==> config.mk <==
export PLATFORM = sky130hd
export DESIGN_NAME = masked_serpentine_pixel_mapper
export DESIGN_NICKNAME = d
export VERILOG_FILES = /design/src/design/msp_pkg.sv /design/src/design/masked_serpentine_pixel_mapper.sv /design/src/design/msp_ram.sv /design/src/design/msp_xy_map.sv /design/src/design/msp_color_scale.sv
export VERILOG_INCLUDE_DIRS = /design/src /design/src/design
export SDC_FILE = /design/constraint.sdc
export NUM_CORES = 2
export LEC_CHECK = 0
export BUFFER_PORTS_ARGS = -buffer_cell sky130_fd_sc_hd__buf_4
export CAP_MARGIN = 15
export CORE_MARGIN = 4
export CORE_UTILIZATION = 54
export DETAILED_ROUTE_END_ITERATION = 8
export PLACE_DENSITY = 0.71
export SYNTH_ARGS = -nofsm -noshare
export SYNTH_HDL_FRONTEND = slang
export SYNTH_SLANG_ARGS = --single-unit
==> constraint.sdc <==
create_clock -name clk_i -period 5.6 [get_ports clk_i]
set_input_delay 0.56 -clock clk_i [delete_from_list [all_inputs] [get_ports clk_i]]
set_output_delay 0.56 -clock clk_i [all_outputs]
set_load 0.005 [all_outputs]
==> src/design/masked_serpentine_pixel_mapper_defines.svh <==
// Assertion macros shared by the pixel mapper RTL.
// They expect clk_i and rst_ni in the scope where they are used.
`ifndef MASKED_SERPENTINE_PIXEL_MAPPER_DEFINES_SVH
`define MASKED_SERPENTINE_PIXEL_MAPPER_DEFINES_SVH

`ifndef SYNTHESIS
`define MSP_ASSERT(lbl, prop) \
  lbl: assert property (@(posedge clk_i) disable iff (!rst_ni) prop) \
    else $error("msp assertion failed");
`define MSP_ASSERT_NEVER(lbl, cond) \
  `MSP_ASSERT(lbl, !(cond))
`else
`define MSP_ASSERT(lbl, prop)
`define MSP_ASSERT_NEVER(lbl, cond)
`endif

`endif

==> src/design/msp_pkg.sv <==
package msp_pkg;

  localparam int unsigned IDX_W     = 11;
  localparam int unsigned RGB_W     = 24;
  localparam int unsigned CH_W      = 8;
  localparam int unsigned GAIN_W    = 9;
  localparam int unsigned OFF_W     = 11;
  localparam int unsigned BYTE_W    = 8;
  localparam int unsigned MASK_DEPTH = 128;
  localparam int unsigned MASK_AW   = 7;
  localparam int unsigned APB_AW    = 4;
  localparam int unsigned APB_DW    = 32;

  localparam logic [GAIN_W-1:0] GAIN_FULL = 9'd256;
  localparam logic [2:0]        MSB_BIT   = 3'd7;

  typedef enum logic [1:0] {
    PANEL_FL = 2'd0,
    PANEL_FR = 2'd1,
    PANEL_SL = 2'd2,
    PANEL_SR = 2'd3
  } panel_e;

  typedef enum logic [1:0] {
    WM_UNCOND   = 2'd0,
    WM_MASKED   = 2'd1,
    WM_CHECKER  = 2'd2,
    WM_RESERVED = 2'd3
  } write_mode_e;

  typedef enum logic {
    REQ_PIXEL     = 1'b0,
    REQ_MASK_LOAD = 1'b1
  } req_type_e;

  typedef enum logic [1:0] {
    REG_OFF_FL = 2'd0,
    REG_OFF_FR = 2'd1,
    REG_OFF_SL = 2'd2,
    REG_OFF_SR = 2'd3
  } reg_idx_e;

  typedef struct packed {
    logic             in_range;
    logic [IDX_W-1:0] base;
    logic [IDX_W-1:0] minor;
  } msp_map_t;

endpackage

==> src/design/masked_serpentine_pixel_mapper.sv <==
// Pixel mapper for four LED panels. A pixel request is turned into a strand
// pixel index, a brightness-scaled color and a write enable; a mask byte load
// writes one byte of the 128-byte mask RAM and produces no output transfer.
// The block takes one request per clock unless a stalled output holds it; the
// input stage reads the mask RAM, the second stage maps the coordinate and
// scales the color, and the third adds the panel offset, each registering its
// result. The single mask RAM port handles one load or one read per
// cycle, which is one per accepted item. A stalled output holds the pipeline
// without losing or repeating anything. Mask contents are undefined until
// loaded. Offsets are set through the APB port at byte addresses 0, 4, 8, 12.
`include "masked_serpentine_pixel_mapper_defines.svh"

module masked_serpentine_pixel_mapper #(
  parameter int unsigned FL_COLS     = 16,
  parameter int unsigned FL_ROWS     = 16,
  parameter int unsigned FR_ROWS     = 16,
  parameter int unsigned FR_PHYS_RUN = 8,
  parameter int unsigned SIDE_COLS   = 32,
  parameter int unsigned SIDE_ROWS   = 8
) (
  input  logic                        clk_i,
  input  logic                        rst_ni,
  // APB configuration port
  input  logic                        psel,
  input  logic                        penable,
  input  logic                        pwrite,
  input  logic [msp_pkg::APB_AW-1:0]  paddr,
  input  logic [msp_pkg::APB_DW-1:0]  pwdata,
  output logic [msp_pkg::APB_DW-1:0]  prdata,
  output logic                        pready,
  // Request channel
  input  logic                        in_valid_i,
  output logic                        in_ready_o,
  input  logic                        req_type_i,
  input  logic [1:0]                  panel_sel_i,
  input  logic [4:0]                  coord_x_i,
  input  logic [3:0]                  coord_y_i,
  input  logic [msp_pkg::RGB_W-1:0]   rgb_in_i,
  input  logic [1:0]                  write_mode_i,
  input  logic [msp_pkg::GAIN_W-1:0]  gain_i,
  input  logic [4:0]                  mask_byte_addr_i,
  input  logic [7:0]                  mask_byte_val_i,
  // Result channel
  output logic                        out_valid_o,
  input  logic                        out_ready_i,
  output logic [msp_pkg::IDX_W-1:0]   pixel_index_o,
  output logic [msp_pkg::RGB_W-1:0]   rgb_out_o,
  output logic                        write_enable_o
);
  import msp_pkg::*;

  localparam logic [8:0] FL_BW = 9'(FL_COLS);
  localparam logic [8:0] FR_BW = 9'(FR_PHYS_RUN);
  localparam logic [8:0] SD_BW = 9'(SIDE_COLS);

  // Configuration registers
  logic [OFF_W-1:0] off_fl_q, off_fr_q, off_sl_q, off_sr_q;
  logic             apb_wr;
  reg_idx_e         reg_idx;

  // Pipeline control
  logic s1_valid_q, s2_valid_q, s3_valid_q;
  logic en2, en3, s2_free, s3_free;
  logic accept, is_pixel;

  // Input stage
  panel_e           in_panel;
  logic [8:0]       row_w;
  logic [8:0]       bit_idx;
  logic             ram_we, ram_re;
  logic [MASK_AW-1:0] ram_addr;
  logic [BYTE_W-1:0]  ram_rdata;

  // Stage 1
  panel_e           s1_panel_q;
  logic [4:0]       s1_x_q;
  logic [3:0]       s1_y_q;
  logic [RGB_W-1:0] s1_rgb_q;
  write_mode_e      s1_mode_q;
  logic [GAIN_W-1:0] s1_gain_q;
  logic [2:0]       s1_bit_q;
  msp_map_t         s1_map;
  logic [RGB_W-1:0] s1_scaled;
  logic             mask_bit;
  logic             s1_we;

  // Stage 2
  panel_e           s2_panel_q;
  logic             s2_we_q;
  logic [IDX_W-1:0] s2_base_q, s2_minor_q;
  logic [RGB_W-1:0] s2_rgb_q;
  logic [OFF_W-1:0] s2_offset;
  logic [IDX_W-1:0] s2_index;

  // Stage 3 (output register)
  logic [IDX_W-1:0] s3_index_q;
  logic [RGB_W-1:0] s3_rgb_q;
  logic             s3_we_q;

  // ---------------- Configuration ----------------
  assign apb_wr = psel && penable && pwrite;
  assign reg_idx = reg_idx_e'(paddr[3:2]);
  assign pready = 1'b1;

  always_ff @(posedge clk_i or negedge rst_ni) begin
    if (!rst_ni) begin
      off_fl_q <= 11'd0;
      off_fr_q <= 11'd256;
      off_sl_q <= 11'd512;
      off_sr_q <= 11'd768;
    end else if (apb_wr) begin
      unique case (reg_idx)
        REG_OFF_FL: off_fl_q <= pwdata[OFF_W-1:0];
        REG_OFF_FR: off_fr_q <= pwdata[OFF_W-1:0];
        REG_OFF_SL: off_sl_q <= pwdata[OFF_W-1:0];
        REG_OFF_SR: off_sr_q <= pwdata[OFF_W-1:0];
        default:    off_fl_q <= off_fl_q;
      endcase
    end
  end

  always_comb begin
    unique case (reg_idx)
      REG_OFF_FL: prdata = APB_DW'(off_fl_q);
      REG_OFF_FR: prdata = APB_DW'(off_fr_q);
      REG_OFF_SL: prdata = APB_DW'(off_sl_q);
      REG_OFF_SR: prdata = APB_DW'(off_sr_q);
      default:    prdata = '0;
    endcase
  end

  // ---------------- Pipeline control ----------------
  assign s3_free    = !s3_valid_q || out_ready_i;
  assign en3        = s2_valid_q && s3_free;
  assign s2_free    = !s2_valid_q || en3;
  assign en2        = s1_valid_q && s2_free;
  assign in_ready_o = !s1_valid_q || en2;
  assign accept     = in_valid_i && in_ready_o;
  assign is_pixel   = (req_type_e'(req_type_i) == REQ_PIXEL);

  always_ff @(posedge clk_i or negedge rst_ni) begin
    if (!rst_ni) begin
      s1_valid_q <= 1'b0;
      s2_valid_q <= 1'b0;
      s3_valid_q <= 1'b0;
    end else begin
      // Mask loads finish at the input transfer and leave a bubble behind.
      if (accept) begin
        s1_valid_q <= is_pixel;
      end else if (en2) begin
        s1_valid_q <= 1'b0;
      end
      if (en2) begin
        s2_valid_q <= 1'b1;
      end else if (en3) begin
        s2_valid_q <= 1'b0;
      end
      if (en3) begin
        s3_valid_q <= 1'b1;
      end else if (out_ready_i) begin
        s3_valid_q <= 1'b0;
      end
    end
  end

  // ---------------- Input stage: mask RAM access ----------------
  assign in_panel = panel_e'(panel_sel_i);

  always_comb begin
    unique case (in_panel)
      PANEL_FL: row_w = FL_BW;
      PANEL_FR: row_w = FR_BW;
      PANEL_SL: row_w = SD_BW;
      PANEL_SR: row_w = SD_BW;
      default:  row_w = FL_BW;
    endcase
  end

  // Bit index y*width+x; its byte part wraps within the panel's 32 bytes.
  assign bit_idx = 9'(9'(coord_y_i) * row_w) + 9'(coord_x_i);
  assign ram_we  = accept && !is_pixel;
  assign ram_re  = accept && is_pixel;
  assign ram_addr = ram_we ? {panel_sel_i, mask_byte_addr_i}
                           : {panel_sel_i, bit_idx[7:3]};

  msp_ram #(
    .WIDTH (BYTE_W),
    .DEPTH (MASK_DEPTH)
  ) u_mask_ram (
    .clk_i   (clk_i),
    .we_i    (ram_we),
    .re_i    (ram_re),
    .addr_i  (ram_addr),
    .wdata_i (mask_byte_val_i),
    .rdata_o (ram_rdata)
  );

  always_ff @(posedge clk_i) begin
    if (ram_re) begin
      s1_panel_q <= in_panel;
      s1_x_q     <= coord_x_i;
      s1_y_q     <= coord_y_i;
      s1_rgb_q   <= rgb_in_i;
      s1_mode_q  <= write_mode_e'(write_mode_i);
      s1_gain_q  <= gain_i;
      s1_bit_q   <= bit_idx[2:0];
    end
  end

  // ---------------- Stage 1: map, mask decision, color scale ----------------
  msp_xy_map #(
    .FL_COLS     (FL_COLS),
    .FL_ROWS     (FL_ROWS),
    .FR_ROWS     (FR_ROWS),
    .FR_PHYS_RUN (FR_PHYS_RUN),
    .SIDE_COLS   (SIDE_COLS),
    .SIDE_ROWS   (SIDE_ROWS)
  ) u_xy_map (
    .panel_i (s1_panel_q),
    .x_i     (s1_x_q),
    .y_i     (s1_y_q),
    .map_o   (s1_map)
  );

  msp_color_scale u_color_scale (
    .rgb_i  (s1_rgb_q),
    .gain_i (s1_gain_q),
    .rgb_o  (s1_scaled)
  );

  // Mask bytes are read MSB first.
  assign mask_bit = ram_rdata[MSB_BIT - s1_bit_q];

  always_comb begin
    unique case (s1_mode_q)
      WM_UNCOND:   s1_we = 1'b1;
      WM_MASKED:   s1_we = mask_bit;
      WM_CHECKER:  s1_we = mask_bit && !(s1_x_q[0] ^ s1_y_q[0]);
      WM_RESERVED: s1_we = 1'b0;
      default:     s1_we = 1'b0;
    endcase
  end

  always_ff @(posedge clk_i) begin
    if (en2) begin
      s2_panel_q <= s1_panel_q;
      s2_we_q    <= s1_we && s1_map.in_range;
      s2_base_q  <= s1_map.base;
      s2_minor_q <= s1_map.minor;
      s2_rgb_q   <= s1_scaled;
    end
  end

  // ---------------- Stage 2: add panel offset ----------------
  always_comb begin
    unique case (s2_panel_q)
      PANEL_FL: s2_offset = off_fl_q;
      PANEL_FR: s2_offset = off_fr_q;
      PANEL_SL: s2_offset = off_sl_q;
      PANEL_SR: s2_offset = off_sr_q;
      default:  s2_offset = off_fl_q;
    endcase
  end

  // The index wraps modulo the strand length of 2048 pixels.
  assign s2_index = s2_offset + s2_base_q + s2_minor_q;

  always_ff @(posedge clk_i) begin
    if (en3) begin
      s3_we_q    <= s2_we_q;
      s3_index_q <= s2_we_q ? s2_index : '0;
      s3_rgb_q   <= s2_we_q ? s2_rgb_q : '0;
    end
  end

  assign out_valid_o    = s3_valid_q;
  assign pixel_index_o  = s3_index_q;
  assign rgb_out_o      = s3_rgb_q;
  assign write_enable_o = s3_we_q;

  // ---------------- Assertions ----------------
  `MSP_ASSERT_NEVER(a_ram_one_access, ram_we && ram_re)
  `MSP_ASSERT(a_disabled_zero,
    out_valid_o && !write_enable_o |-> pixel_index_o == '0 && rgb_out_o == '0)
  `MSP_ASSERT(a_reserved_no_write,
    en2 && s1_mode_q == WM_RESERVED |=> !s2_we_q)
  `MSP_ASSERT(a_stage2_holds,
    s2_valid_q && !en3 |=> s2_valid_q && $stable(s2_index))

endmodule

==> src/design/msp_ram.sv <==
module msp_ram #(
  parameter int unsigned WIDTH = 8,
  parameter int unsigned DEPTH = 128
) (
  input  logic                     clk_i,
  input  logic                     we_i,
  input  logic                     re_i,
  input  logic [$clog2(DEPTH)-1:0] addr_i,
  input  logic [WIDTH-1:0]         wdata_i,
  output logic [WIDTH-1:0]         rdata_o
);

  logic [WIDTH-1:0] mem_q [DEPTH];
  logic [WIDTH-1:0] rdata_q;

  always_ff @(posedge clk_i) begin
    if (we_i) begin
      mem_q[addr_i] <= wdata_i;
    end
    if (re_i) begin
      rdata_q <= mem_q[addr_i];
    end
  end

  assign rdata_o = rdata_q;

endmodule

==> src/design/msp_xy_map.sv <==
module msp_xy_map #(
  parameter int unsigned FL_COLS     = 16,
  parameter int unsigned FL_ROWS     = 16,
  parameter int unsigned FR_ROWS     = 16,
  parameter int unsigned FR_PHYS_RUN = 8,
  parameter int unsigned SIDE_COLS   = 32,
  parameter int unsigned SIDE_ROWS   = 8
) (
  input  msp_pkg::panel_e  panel_i,
  input  logic [4:0]       x_i,
  input  logic [3:0]       y_i,
  output msp_pkg::msp_map_t map_o
);
  import msp_pkg::*;

  localparam logic [IDX_W-1:0] FL_L  = IDX_W'(FL_ROWS);
  localparam logic [IDX_W-1:0] FR_L  = IDX_W'(FR_PHYS_RUN);
  localparam logic [IDX_W-1:0] SD_L  = IDX_W'(SIDE_ROWS);
  localparam logic [IDX_W-1:0] SD_MX = IDX_W'(SIDE_COLS - 1);
  localparam logic [5:0]       FL_W  = 6'(FL_COLS);
  localparam logic [5:0]       FR_W  = 6'(FR_PHYS_RUN);
  localparam logic [5:0]       SD_W  = 6'(SIDE_COLS);
  localparam logic [4:0]       FL_H  = 5'(FL_ROWS);
  localparam logic [4:0]       FR_H  = 5'(FR_ROWS);
  localparam logic [4:0]       SD_H  = 5'(SIDE_ROWS);

  logic [IDX_W-1:0] x_ext, y_ext;
  logic [IDX_W-1:0] major, minor_n, run;
  logic [5:0]       wid;
  logic [4:0]       hgt;

  assign x_ext = IDX_W'(x_i);
  assign y_ext = IDX_W'(y_i);

  // Every layout is a serpentine along a major axis with runs of length run;
  // the panels differ in which axis is major and which axes are mirrored.
  always_comb begin
    unique case (panel_i)
      PANEL_FL: begin
        major   = x_ext;
        minor_n = y_ext;
        run     = FL_L;
        wid     = FL_W;
        hgt     = FL_H;
      end
      PANEL_FR: begin
        major   = y_ext;
        minor_n = x_ext;
        run     = FR_L;
        wid     = FR_W;
        hgt     = FR_H;
      end
      PANEL_SL: begin
        major   = x_ext;
        minor_n = SD_L - IDX_W'(1) - y_ext;
        run     = SD_L;
        wid     = SD_W;
        hgt     = SD_H;
      end
      PANEL_SR: begin
        major   = SD_MX - x_ext;
        minor_n = SD_L - IDX_W'(1) - y_ext;
        run     = SD_L;
        wid     = SD_W;
        hgt     = SD_H;
      end
      default: begin
        major   = x_ext;
        minor_n = y_ext;
        run     = FL_L;
        wid     = FL_W;
        hgt     = FL_H;
      end
    endcase
  end

  assign map_o.in_range = ({1'b0, x_i} < wid) && ({1'b0, y_i} < hgt);
  assign map_o.base     = major * run;
  assign map_o.minor    = major[0] ? (run - IDX_W'(1) - minor_n) : minor_n;

endmodule

==> src/design/msp_color_scale.sv <==
module msp_color_scale (
  input  logic [msp_pkg::RGB_W-1:0]  rgb_i,
  input  logic [msp_pkg::GAIN_W-1:0] gain_i,
  output logic [msp_pkg::RGB_W-1:0]  rgb_o
);
  import msp_pkg::*;

  logic [GAIN_W-1:0] gain_sat;
  logic [15:0]       prod_r, prod_g, prod_b;

  assign gain_sat = (gain_i > GAIN_FULL) ? GAIN_FULL : gain_i;

  // 255 * 256 still fits in 16 bits, so the top byte is the truncated result.
  assign prod_r = 16'(rgb_i[23:16] * gain_sat);
  assign prod_g = 16'(rgb_i[15:8] * gain_sat);
  assign prod_b = 16'(rgb_i[7:0] * gain_sat);

  assign rgb_o = {prod_r[15:8], prod_g[15:8], prod_b[15:8]};

endmodule

After elaboration in Yosys (flattened, before gate mapping)
Memory sizes are Yosys's and may differ from the RTL's. A register that Yosys moved wholly into a read port is not among the register bits.
Index checks and enable logic that the tools add are counted.
W data, S select, Z words.
{"block": "totals", "reg_bits": 181, "ramBits": 1024, "input_bits": 103, "output_inout_bits": 71, "elab_cells": 113, "n_memories": 1}
{"memory": "u_mask_ram.mem_q", "words": 128, "width": 8, "rd": 1, "rd_ports_with_merged_regs": 1, "wr": 1, "line_no": "msp_ram.sv:13", "text": "logic [WIDTH-1:0] mem_q [DEPTH];"}
{"block": "classes", "addsub": 8, "n_mul": 5, "order_cmp": 4, "eq_ne": 15, "muxes": 22, "n_bitwise": 2, "n_reduce_logical": 34}
{"cell": "$pmux W32 S4", "n": 1}
{"cell": "$pmux W11 S3", "n": 2}
{"cell": "$mul A8 B9 Y16", "n": 3}
{"cell": "$pmux W11 S4", "n": 1}
{"cell": "$pmux W9 S3", "n": 1}
{"cell": "$add A11 B11 Y11", "n": 2}
{"cell": "$pmux W11 S2", "n": 1}
{"cell": "$eq A2 B2 Y1 const B", "n": 10}
{"cell": "$pmux W6 S3", "n": 1}
{"cell": "$mul A11 B11 Y11", "n": 1}
{"cell": "$mux W11", "n": 1}
{"cell": "$sub A11 B1 Y11 const B", "n": 1}
{"cell": "$sub A11 B11 Y11", "n": 1}
{"cell": "$eq A2 B1 Y1 const B", "n": 5}
{"cell": "$logic_and A1 B1 Y1", "n": 10}
{"cell": "$logic_not A2 Y1", "n": 5}
{"cell": "$pmux W5 S2", "n": 1}
{"cell": "$gt A9 B9 Y1 const B", "n": 1}
{"cell": "$mul A4 B9 Y8", "n": 1}
{"cell": "$mux W1", "n": 9}
{"cell": "$mux W9", "n": 1}
{"cell": "$add A8 B5 Y8", "n": 1}
{"cell": "$reduce_and A2 Y1", "n": 4}
{"cell": "$reduce_or A2 Y1", "n": 4}
{"cell": "other kinds (15)", "n": 22}

Logic depth before layout (Yosys ltp)
{"block": "depth", "depth_word": 10, "mapped_depth": 20, "mapped_depth_nobuf": 19}

Modules after synthesis
From an unflattened synthesis, not the netlist that was laid out.
{"block": "hier_totals", "cells_unflattened": 3806, "hier_area_um2": 55600.8}
{"mod": "msp_ram", "instances": 1, "cells_per_inst": 2475, "area_each_um2": 40513.9, "seq_area_each_um2": 30989.7}
{"mod": "masked_serpentine_pixel_mapper", "instances": 1, "cells_per_inst": 453, "area_each_um2": 7749.9, "seq_area_each_um2": 5114.9}
{"mod": "msp_color_scale", "instances": 1, "cells_per_inst": 779, "area_each_um2": 6556.3, "seq_area_each_um2": 0.0}
{"mod": "msp_xy_map", "instances": 1, "cells_per_inst": 99, "area_each_um2": 780.7, "seq_area_each_um2": 0.0}

Worst setup path after synthesis
OpenSTA, ideal clock, no wires.
{"block": "synth_path", "kind": "register -> register", "startpoint": "register s1_gain_q[8]", "endpoint": "register s2_rgb_q[15] (data pin)", "setup_ns": 0.265, "t_arrival_ns": 4.920, "required_time_ns": 5.335, "path_slack_ns": 0.414, "path_stages_with_launch": 20, "path_buffers": 2, "period_less_slack_ns": 5.186, "path_cell_list": "edfxtp_1 clkbuf_1 nor2b_1 clkbuf_1 and2_1 fa_1 inv_1 fa_1 fa_1 inv_1 fa_1 ha_1 o21a_1 o21ai_0 a21oi_1 o21a_1 o31a_1 o41a_1 and4_1 or3_1"}
{"block": "synth_via", "elab_chain_len": 3}
{"element": "start: declaration", "line_no": "masked_serpentine_pixel_mapper.sv:80", "text": "logic [GAIN_W-1:0] s1_gain_q;"}
{"element": "start signal: assignment", "line_no": "masked_serpentine_pixel_mapper.sv:205", "text": "s1_gain_q <= gain_i;"}
{"element": "$gt A9 B9 Y1", "line_no": "msp_color_scale.sv:11", "text": "assign gain_sat = (gain_i > GAIN_FULL) ? GAIN_FULL : gain_i;"}
{"element": "$mux W9 *", "line_no": "msp_color_scale.sv:11"}
{"element": "$mul A8 B9 Y16 *", "line_no": "msp_color_scale.sv:15", "text": "assign prod_g = 16'(rgb_i[15:8] * gain_sat);"}
{"element": "named net s1_scaled[15]", "line_no": "masked_serpentine_pixel_mapper.sv:83", "text": "logic [RGB_W-1:0] s1_scaled;"}
{"element": "end signal: assignment", "line_no": "masked_serpentine_pixel_mapper.sv:250", "text": "s2_rgb_q <= s1_scaled;"}
{"element": "end: declaration", "line_no": "masked_serpentine_pixel_mapper.sv:91", "text": "logic [RGB_W-1:0] s2_rgb_q;"}
Mark *: on every way through the listed nets, which the timed path passes. The rest lies on a longest branch.
A chain may end at the register's enable or synchronous reset.

Worst setup path in the final report
Same ends and word-level chain as after synthesis.

==> metrics.csv <==
stage,metric,value,unit
global_routing,largest net degree at the start of global routing,77,
pwr,Sequential Power Share,0.482,
synth,synthesized area,53900,um2
floorplanning,Die ar.,105000,um2
detailed_routing,drt drc,0,
floorplanning,Die Width,324,um
critical_path,cell repeated most along the worst path,fa_1,
pwr,Cell Pwr Density,344,nW/um2
place,IO buf count,128,
layout,sequential cell area,36000,um2
global_routing,initial antenna violation count,5,
synth,"Seq/Total Area, Yosys",0.667,
critical_path,CP bufs+invs,4,
synth,Post-Synthesis Cells,3665,
clock_tree,Clock Pin Slew Worst Setup and Hold Paths,60,ps
pwr,VDD IR max,0.000285,V
critical_path,crit path max fanout,24,
worst_hold_path,min-delay worst type,primary input to flip-flop,
detailed_routing,via count,33200,
global_routing,first-pass GRT wire length,207000,um
synth,"EDFF count, synth",1159,
synth,Syn Area/Cell,14.7,um2
floorplanning,I/O Pins,174,
synth,post-synthesis register bit count,1206,
critical_path,nature of the critical path startpoint,flip-flop,
critical_path,critical path required time,6030,ps
place,Setup WS pre-CTS,192,ps
critical_path,"CP delay by family, top",adder cells,
sta,Rel. slew slack,0.265,
critical_path,CP Cell Sequence,buf_4 -> nor2b_1 -> buf_4 -> and2_1 -> fa_1 -> fa_1 -> fa_1 -> inv_1 -> fa_1 -> inv_1 -> ha_1 -> o21a_1 -> o31a_1 -> o41a_1 -> and4_1 -> or3_1,
sta,crit share post-route,0.955,
layout,area growth from synthesis to layout,14.5,%
clock_tree,Num CTS Buffers,117,
floorplanning,Die H,324,um
detailed_routing,vias per cell,6.18,
sta,Achievable Freq,0.187,GHz
layout,Multi-input gate area,16200,um2
clock_tree,worst skew pair latency,730,ps
detailed_routing,final WL,138000,um
pwr,Design Power,21300,uW
layout,Filler cells,7129,
sta,Max Slew Vio Count,0,
pwr,switching power,5380,uW
detailed_routing,DRT Pass-1 Iters,6,
pwr,LEAKAGE,0.0225,uW
floorplanning,Initial Util,0.546,
pwr,Comb pwr share,0.145,
sta,post-route minimum period,5350,ps
critical_path,crit end category,flip-flop,
place,Detailed Place HPWL,88800,um
job,max cap viols,0,
critical_path,CP Class,flip-flop to flip-flop,
synth,library cells used by synthesis,89,
synth,Yosys warning total,0,
critical_path,Critical-path top delay cell,edfxtp_1,
sta,final setup vio count,0,
layout,# nets final,4361,
critical_path,CP arrival,5780,ps
sta,RSZ-0062 raised after global routing,no,
pwr,cell internal pwr,15900,uW
synth,asr flop ratio synth,0.0390,
detailed_routing,wire per inst,25.7,um
sta,worst slew pin tran,1100,ps
pwr,clock power share,0.373,
sta,final hold vios,0,
sta,setup TNS,0,ps
critical_path,"slowest stage delay, CP",530,ps
global_routing,number of global-route vias before repair,33000,
sta,Final WS setup,253,ps
global_routing,GRT Resource Usage Total,0.263,
floorplanning,CORE AREA,98700,um2
detailed_routing,Antenna Nets Post-Route,0,
clock_tree,clock tree sinks,1206,
pwr,net switching share of the total power,0.253,
floorplanning,# rows,115,
status,status,finished clean,
synth,ys flop type,edfxtp_1,
detailed_routing,drt first-iter violations,4111,
clock_tree,Root Buffer,clkbuf_16,
clock_tree,CTS tree,built,
clock_tree,Clock Tree Buf Depth,3,
place,Final Wtd Congestion,0.899,
layout,layout cells sized above 1,0.169,
clock_tree,htree depth,3,
global_routing,Congestion Overflow GR,0,
sta,clock skew,61.6,ps
## through the flow
| step | area (um2) | cells | hold slack [ps] | util |
|---|---|---|---|---|
| 6_report | 61700 | 5374 | 42.9 | 0.626 |
| 5_1_grt | 61700 | 5373 | 21.8 | 0.626 |
| 4_1_cts | 61700 | 5373 | 0.516 | 0.626 |
| 3_5_place_dp | 57800 | 5152 | 465 | 0.585 |
| 3_3_place_gp | 57800 | 5152 | 452 | 0.585 |
| 2_1_floorplan | 54000 | 3690 | 264 | - |
## worst reg2reg max path: stages, from the launching register on
cell and delay (ps):
edfxtp_1 530, buf_4 320, nor2b_1 80, buf_4 220, and2_1 210, fa_1 500, fa_1 500, fa_1 490
inv_1 50, fa_1 470, inv_1 40, ha_1 280, o21a_1 150, o31a_1 290, o41a_1 400, and4_1 220
or3_1 350
## worst paths after layout
| path | from | endpoint | slack (ps) | cells after the start |
|---|---|---|---|---|
| hold reg to reg | s1_valid_q$_DFFE_PN0P_ | s2_valid_q$_DFFE_PN0P_ | 490 | 1 |
| setup reg to reg | s1_gain_q[8]$_DFFE_PP_ | s2_rgb_q[15]$_DFFE_PP_ | 250 | 16 |
| max in group asynchronous | rst_ni | off_fr_q[9]$_DFFE_PN0P_ | 4770 | 2 |
| setup / recovery | s1_gain_q[8]$_DFFE_PP_ | s2_rgb_q[15]$_DFFE_PP_ | 250 | 16 |
| min in group asynchronous | rst_ni | off_fr_q[0]$_DFFE_PN0P_ | 420 | 2 |
| hold / removal | coord_y_i[2] | s1_y_q[2]$_DFFE_PP_ | 40 | 1 |
## layout by cell type (no fill, tap or decap), types with 84 or more instances in the layout
master	Yosys	final
a21oi_1	122	122
a222oi_1	84	84
a22oi_1	166	166
and2_1	202	201
buf_4	43	360
clkbuf_16	0	119
edfxtp_1	1159	1159
fa_1	132	132
ha_1	134	134
inv_1	215	215
nand2_1	315	314
nor2_1	168	166
o21ai_0	123	123
## cell usage after synthesis (all sizes together), types with 12 or more instances
| master | count | area, um2 |
|---|---|---|
| a21o | 12 | 90.1 |
| a21oi | 124 | 636 |
| a222oi | 84 | 841 |
| a22o | 21 | 184 |
| a22oi | 166 | 1250 |
| and2 | 202 | 1260 |
| and4 | 25 | 219 |
| buf | 134 | 857 |
| clkbuf | 77 | 289 |
| dfrtp | 43 | 1080 |
| edfxtp | 1159 | 34800 |
| fa | 132 | 2640 |
| ha | 134 | 1680 |
| inv | 216 | 813 |
| mux2 | 61 | 687 |
| mux2i | 68 | 681 |
| mux4 | 25 | 563 |
| nand2 | 316 | 1190 |
| nand3 | 36 | 185 |
| nand4 | 23 | 144 |
| nor2 | 170 | 643 |
| nor2b | 15 | 93.8 |
| nor3 | 21 | 131 |
| nor4 | 14 | 128 |
| o211ai | 48 | 360 |
| o21a | 16 | 120 |
| o21ai | 131 | 656 |
| o31ai | 15 | 113 |
| xnor2 | 31 | 272 |
## what timing repair did
item                      CTS  global route
gates resized for setup     0             0
hold buffers                8             0
setup buffers               0             0
hold endpoints to repair   50             0
## layout make-up
cell class,count,area share
well taps,1287,0.0261
diodes,1,0.0000405
repair buffers,394,0.0535
multi-input cells,2057,0.262
flip-flops and latches,1206,0.583
clock inverters,64,0.0128
inverters,216,0.0132
clock buffers,149,0.0500
## power by group through the flow
stage	clock network [uW]	logic [uW]	registers (uW)
after CTS	8020	3070	10300
after floorplan	0	1800	10400
after global routing	8450	3330	10300
after global placement	0	2990	10400
after detailed placement	0	3040	10400
final	7940	3080	10300
## registers in the layout, indices dropped and copies added, names as in the netlist, 2 cells and up
name                cells
s1_y_q                  4
s1_rgb_q               24
s1_mode_q               2
u_mask_ram.rdata_o      8
off_sl_q               11
s2_rgb_q               24
s1_x_q                  5
s2_base_q               8
s2_panel_q              2
s1_gain_q               9
s2_minor_q             10
u_mask_ram.mem_q     1024
off_fl_q               11
s1_panel_q              2
pixel_index_o          11
rgb_out_o              24
off_fr_q               11
off_sr_q               11
## layer usage
layer	routed length [um]	share of wire	global-route usage	vias to the layer above
met5	33	0.00024	0	-
met2	64700	0.47	0.423	1873
met3	15000	0.11	0.0561	321
li1	-	-	-	14400
met4	5160	0.037	0.0984	6
met1	53400	0.39	0.358	16600
## cells by family after synthesis
| kind of cell | Yosys count | synth area share |
|---|---|---|
| other | 2 | 0.000139 |
| xor gates and xnor gates | 44 | 0.00768 |
| adders and majority gates | 266 | 0.0801 |
| muxes | 154 | 0.0358 |
| AOI/OAI and AO/OA | 696 | 0.0920 |
| DFF | 1206 | 0.667 |
| buffers and inverters | 427 | 0.0363 |
| and+or+nand+nor | 870 | 0.0805 |
Power figures use the tool's default switching activity.
